===== src/hdl/rvalu_pkg.sv =====
package rvalu_pkg;

  localparam int unsigned XLEN = 32;
  localparam int unsigned DivSteps = XLEN;

  typedef logic [XLEN-1:0] word_t;

  typedef enum logic [2:0] {
    BASE_ADD  = 3'd0,
    BASE_SLL  = 3'd1,
    BASE_SLT  = 3'd2,
    BASE_SLTU = 3'd3,
    BASE_XOR  = 3'd4,
    BASE_SR   = 3'd5,
    BASE_OR   = 3'd6,
    BASE_AND  = 3'd7
  } base_op_e;

  typedef enum logic [2:0] {
    MD_MUL    = 3'd0,
    MD_MULH   = 3'd1,
    MD_MULHSU = 3'd2,
    MD_MULHU  = 3'd3,
    MD_DIV    = 3'd4,
    MD_DIVU   = 3'd5,
    MD_REM    = 3'd6,
    MD_REMU   = 3'd7
  } md_op_e;

  typedef struct packed {
    logic  is_div;
    logic  want_rem;
    logic  neg_q;
    logic  neg_r;
    logic  div_zero;
    word_t side;
    word_t orig_a;
    word_t rem;
    word_t quo;
    word_t dvsr;
  } lane_t;

endpackage


===== src/hdl/rvalu_base.sv =====
module rvalu_base import rvalu_pkg::*; (
  input  logic [2:0] kind_i,
  input  logic       reg_form_i,
  input  logic       alt_bit_i,
  input  word_t      a_i,
  input  word_t      b_i,
  output word_t      result_o
);

  logic [4:0] shamt;

  assign shamt = b_i[4:0];

  always_comb begin
    case (base_op_e'(kind_i))
      BASE_ADD:  result_o = (reg_form_i && alt_bit_i) ? a_i - b_i : a_i + b_i;
      BASE_SLL:  result_o = a_i << shamt;
      BASE_SLT:  result_o = {{(XLEN-1){1'b0}}, ($signed(a_i) < $signed(b_i))};
      BASE_SLTU: result_o = {{(XLEN-1){1'b0}}, (a_i < b_i)};
      BASE_XOR:  result_o = a_i ^ b_i;
      BASE_SR:   result_o = alt_bit_i ? word_t'($signed(a_i) >>> shamt) : a_i >> shamt;
      BASE_OR:   result_o = a_i | b_i;
      BASE_AND:  result_o = a_i & b_i;
      default:   result_o = '0;
    endcase
  end

endmodule


===== config.mk =====
export PLATFORM = sky130hd
export DESIGN_NAME = rvalu_base
export DESIGN_NICKNAME = d
export VERILOG_FILES = /design/src/hdl/rvalu_pkg.sv /design/src/hdl/rvalu_base.sv
export SDC_FILE = /design/constraint.sdc
export NUM_CORES = 1
export LEC_CHECK = 0
export BUFFER_PORTS_ARGS = -buffer_cell sky130_fd_sc_hd__buf_2
export CORE_ASPECT_RATIO = 1.1
export CORE_UTILIZATION = 35
export DETAILED_ROUTE_END_ITERATION = 10
export PLACE_DENSITY = 0.57
export SYNTH_ARGS = -nofsm -noshare
export SYNTH_HDL_FRONTEND = slang
export SYNTH_SLANG_ARGS = --single-unit

===== constraint.sdc =====
create_clock -name vclk -period 9.2
set_input_delay 0.92 -clock vclk [all_inputs]
set_output_delay 0.92 -clock vclk [all_outputs]
set_load 0.01 [all_outputs]

==> flow_summary.ini, run 1 <==
[place]
dpl_cell_area_sq_um = 9171
place_congestion = 1.004
portBuffers = 101
dp_hpwl_mm = 30.34

[timing]
max_freq_mhz = 163.3
setup_viol = 0
period_minus_slack_ns = 6.124
max_slew_margin_pct = 31.42
maxSlewViolCount = 0
grt_setup_unrepaired = false
hold_viol = 0
tightest_slew_ns = 1.018
fin_crit_sh_pct = 66.56
fin_tns_setup_ns = 0

[worst_setup_path]
critical-path-slowest-cell = inv_1
worstSetupStartpoint = b_i[3]
cp_data_arrival_time_ns = 5.20
cp-endpoint = result_o[31]
cp.buffers_inverters = 4
crit_chain = buf_2 > buf_4 > inv_1 > ha_1 > o21ai_0 > o21ai_1 > a31oi_2 > o21ai_2 > a31o_1 > a41oi_1 > a311oi_2 > xor2_1 > a211o_1 > buf_2
cpMostUsedCell = buf_2
critPathMaxStageDelay_ns = 0.68
critical_path_class = in2out
startpoint_type = input port
cp_max_fo = 83
path_depth = 14
critPathRequiredTime_ns = 8.28
cpLargestDelayFamily = compound AO/OA/AOI/OAI gates
cp-end-kind = output pin

[global_route]
first_global_vias = 9666
grt_antenna_before_repair = 0
grt.overflow.total = 0
grt_pass1_wl_mm = 58.64
grt_usage_pct = 29.09
grt_max_degree = 84

[final_layout]
fin_nets = 1522
diodes = 0
area.sequential_sq_um = 0
design.seq.count = 0
clkbuf_count = 0
final_area_sq_um = 9171
area_growth_pct = 6.063
drive_above_1_share_pct = 12.13

[detailed_routing]
viasPerCell = 6.442
dr.max_layer_used = met4
drtIter0Drc = 1429
wl_per_cell_um = 23.42
wl_met3_mm = 3.274
dr_total_vias = 10670
firstDrtPassIters = 6
wl_met2_mm = 17.65
drc = 0
ant_nets = 0
wirelength_mm = 38.80
met1_length_mm = 16.46

[floorplan]
die_w_um = 151.9
die-area_sq_um = 25340
start_util_pct = 36.15
rows = 59
die_y_um = 166.9
pin_count = 101
coreArea_sq_um = 23920

[synth]
synth_area_per_cell_sq_um = 6.419
yosysSeqAreaShare_pct = 0
synth_top_cells_by_count = a21oi_1 (145), nor2_1 (130), o21ai_0 (128), nand2_1 (124), inv_1 (109)
synth_cell_type_count = 80
yosysTopAreaCellShare_pct = 14.04
syn-cell-area_sq_um = 8647
yosys.area.top_type = ha_1
yosysWarningCount = 0
synth_most_common_cell = a21oi_1
syn-num-nets = 1515
synthTopCellsByArea = ha_1 (14%), a21oi_1 (8.4%), mux2i_1 (8.3%)
synthCells = 1347

[run_status]
status = completed

[min_path]
worstHoldPathType = in2out

[cts]
cts_setup_buffers = 0
cts_resized = 0
cts_hold_buf = 0

[flow_run]
maxCapViolCount = 0

[power_and_ir_drop]
peakVddDrop_uv = 27.24
p_per_area_nw_per_um2 = 68.20
p_leak_nw = 4.081
[routing by layer]
metal	GRT usage, %	up-vias
met5	0	-
met4	9.000	0
met3	2.134	90
met2	47.51	628
met1	40.43	5023
li1	-	4933
[metrics by stage]
stage / util (%) / instances / setup WS (ns) / power [mW] / hold slack [ns]
finish: 38.34 / 1657 / 3.076 / 0.6255 / 2.620
detailed placement: 38.34 / 1657 / 3.221 / 0.6039 / 2.609
global placement: 38.34 / 1657 / 3.262 / 0.6073 / 2.600
CTS: 38.34 / 1657 / 3.206 / 0.6067 / 2.610
global route: 38.34 / 1657 / 2.827 / 0.6686 / 2.653
floorplan: - / 1347 / 4.362 / 0.4132 / 2.217
[power breakdown]
part	switching [mW]	total (mW)	internal [mW]	leakage, nW
registers	0	0	0	0
logic	0.411	0.626	0.215	4.08
clock network	0	0	0	0
total	0.411	0.626	0.215	4.08
[area by class of cell]
| cell class | instances | area, sq um |
|---|---|---|
| repair buffers | 114 | 605.6 |
| fillers | 2705 | 14750 |
| multi-input cells | 1124 | 7756 |
| inverters | 114 | 427.9 |
| well taps | 305 | 381.6 |
[worst min path at each step]
stage | cells after the start | startpoint | slack (ns) | endpoint
floorplan | 4 | a_i[0] | 2.22 | result_o[0]
global placement | 6 | a_i[0] | 2.60 | result_o[0]
detailed placement | 6 | b_i[27] | 2.61 | result_o[28]
CTS | 6 | a_i[0] | 2.61 | result_o[0]
global route | 6 | a_i[0] | 2.65 | result_o[0]
finish | 6 | a_i[0] | 2.62 | result_o[0]
[tightest hold or removal path, cell delays in order]
cell and delay, ns:
buf_2 0.14, inv_1 0.08, ha_1 0.18, o22ai_1 0.09, nand3_1 0.14, buf_2 0.15
[logic make-up (layout without fill, tap and decap cells)]
| kind of cell | Yosys count | in the layout | synth area share, % |
|---|---|---|---|
| buffers and inverters | 223 | 228 | 10.39 |
| adder cells (fa/ha/maj) | 99 | 99 | 14.50 |
| XOR/XNOR | 31 | 31 | 3.140 |
| multiplexers | 95 | 95 | 12.89 |
| AO/OA/AOI/OAI | 523 | 523 | 39.42 |
| AND/OR/NAND/NOR | 376 | 376 | 19.66 |
[cell usage in the layout, fill, tap and decap left out, drive strengths merged, types with 17 or more instances in the layout]
| cell type | count |
|---|---|
| o21ai | 134 |
| nor2 | 130 |
| nand3 | 26 |
| mux2i | 72 |
| a21oi | 145 |
| nor3 | 20 |
| nor2b | 17 |
| nand2 | 124 |
| ha | 97 |
| xnor2 | 26 |
| inv | 111 |
| a211oi | 37 |
| o211ai | 25 |
| buf | 114 |
| a31oi | 20 |
No activity file was read; power rests on OpenSTA's default activity.
==> run 2: changes to the inputs <==
--- a/config.mk
+++ b/config.mk
@@ -9,7 +9,7 @@
 export CORE_ASPECT_RATIO = 1.1
 export CORE_UTILIZATION = 35
 export DETAILED_ROUTE_END_ITERATION = 10
-export PLACE_DENSITY = 0.57
+export PLACE_DENSITY = 0.59
 export SYNTH_ARGS = -nofsm -noshare
 export SYNTH_HDL_FRONTEND = slang
 export SYNTH_SLANG_ARGS = --single-unit
==> constraint.sdc (replaced) <==
create_clock -name vclk -period 5.5
set_input_delay 0.55 -clock vclk [all_inputs]
set_output_delay 0.55 -clock vclk [all_outputs]
set_load 0.01 [all_outputs]
==> flow_summary.ini, run 2 (synthesized netlist as in run 1, its figures left out) <==
[run_status]
status = completed

[global_route]
first_global_vias = 9947
grt_antenna_before_repair = 0
grt_pass1_wl_mm = 59.62
grt_usage_pct = 29.57
grt.overflow.total = 0
grt_max_degree = 83

[detailed_routing]
drtIter0Drc = 1283
dr_total_vias = 10740
ant_nets = 0
firstDrtPassIters = 6
wl_met3_mm = 3.686
wl_per_cell_um = 23.80
dr.max_layer_used = met4
viasPerCell = 6.478
wirelength_mm = 39.46
met1_length_mm = 16.39
drc = 0
wl_met2_mm = 17.90

[timing]
fin_crit_sh_pct = 81.90
max_slew_margin_pct = 20.59
period_minus_slack_ns = 4.504
maxSlewViolCount = 0
max_freq_mhz = 222.0
grt_setup_unrepaired = false
setup_viol = 0
hold_viol = 0
fin_ws_ns = 0.9957
fin_tns_setup_ns = 0
tightest_slew_ns = 1.185

[final_layout]
final_common_cell = a21oi_1
fin_nets = 1523
design.seq.count = 0
multi_input_area_sq_um = 7756
drive_above_1_share_pct = 12.20
diodes = 0
clkbuf_count = 0
most-common-layout-cells = a21oi_1 (145), nor2_1 (129), o21ai_0 (128)
final_area_sq_um = 9179
area_growth_pct = 6.150
area.sequential_sq_um = 0
n_fill_cell = 2686

[power_and_ir_drop]
p_leak_nw = 4.086
p_per_area_nw_per_um2 = 115.0
swShare_pct = 65.90
peakVddDrop_uv = 47.99
intPower_mw = 0.3600
p_seq_share_pct = 0
p_switching_mw = 0.6958
combPwrFrac_pct = 100.0
p_clk_share_pct = 0

[worst_setup_path]
worstSetupStartpoint = b_i[0]
startpoint_type = input port
cp-end-kind = output pin
critPathRequiredTime_ns = 4.95
critical_path_class = in2out
cp_max_fo = 47
cp_data_arrival_time_ns = 3.95
cp-endpoint = result_o[14]

[cts]
cts_hold_buf = 0
cts_resized = 0
cts_setup_buffers = 0

[floorplan]
pin_count = 101
start_util_pct = 36.15
coreArea_sq_um = 23920
die_w_um = 151.9
die_y_um = 166.9
die-area_sq_um = 25340
rows = 59

[place]
place_congestion = 1.012
portBuffers = 101
dp_hpwl_mm = 30.86
pre_cts_ws_ns = 1.122
dpl_cell_area_sq_um = 9179

[flow_run]
maxCapViolCount = 0

[min_path]
worstHoldPathType = in2out
[run 2: cell count changes in the layout (fill, tap and decap cells not counted)]
cell   change
buf_4      +1
[run 2: per-layer routing]
layer / global-route usage (%) / vias to the layer above
li1: - / 4909
met1: 39.83 / 5085
met2: 48.50 / 643
met3: 3.929 / 104
met4: 9.217 / 0
met5: 0 / -
[run 2: worst min path at each step]
stage                        from           end  slack, ns  cells past startpoint
after CTS                  a_i[0]   result_o[0]       1.86                      6
after global routing       a_i[0]   result_o[0]       1.87                      6
after global placement    b_i[27]  result_o[28]       1.85                      6
after floorplan            a_i[0]   result_o[0]       1.48                      4
final                      a_i[0]   result_o[0]       1.86                      6
after detailed placement   a_i[0]   result_o[0]       1.86                      6
[run 2: final cells by class]
type,count,share of cell area [%]
timing repair buffer,115,6.679
inverter,114,4.662
multi-input combinational,1124,84.50
tap,305,4.158
[run 2: worst max-delay path, stage by stage]
cell	delay, ns
buf_4	0.38
buf_4	0.54
inv_1	0.29
ha_1	0.35
mux2i_1	0.45
a21oi_1	0.25
nand2_1	0.13
o21ai_0	0.19
a222oi_1	0.37
o21ai_0	0.22
buf_2	0.22
[run 2: stage by stage]
stage,total power [mW],hold WS (ns),instances,util (%)
final,1.056,1.864,1658,38.38
after global routing,1.124,1.871,1658,38.38
after CTS,1.022,1.860,1658,38.38
after detailed placement,1.017,1.860,1658,38.38
after global placement,1.022,1.854,1658,38.38
after floorplan,0.6911,1.477,1347,-
[run 2: power groups by stage]
stage	clock, mW	combinational (mW)	sequential, mW
final	0	1.06	0
after global routing	0	1.12	0
after CTS	0	1.02	0
after detailed placement	0	1.02	0
after global placement	0	1.02	0
after floorplan	0	0.691	0
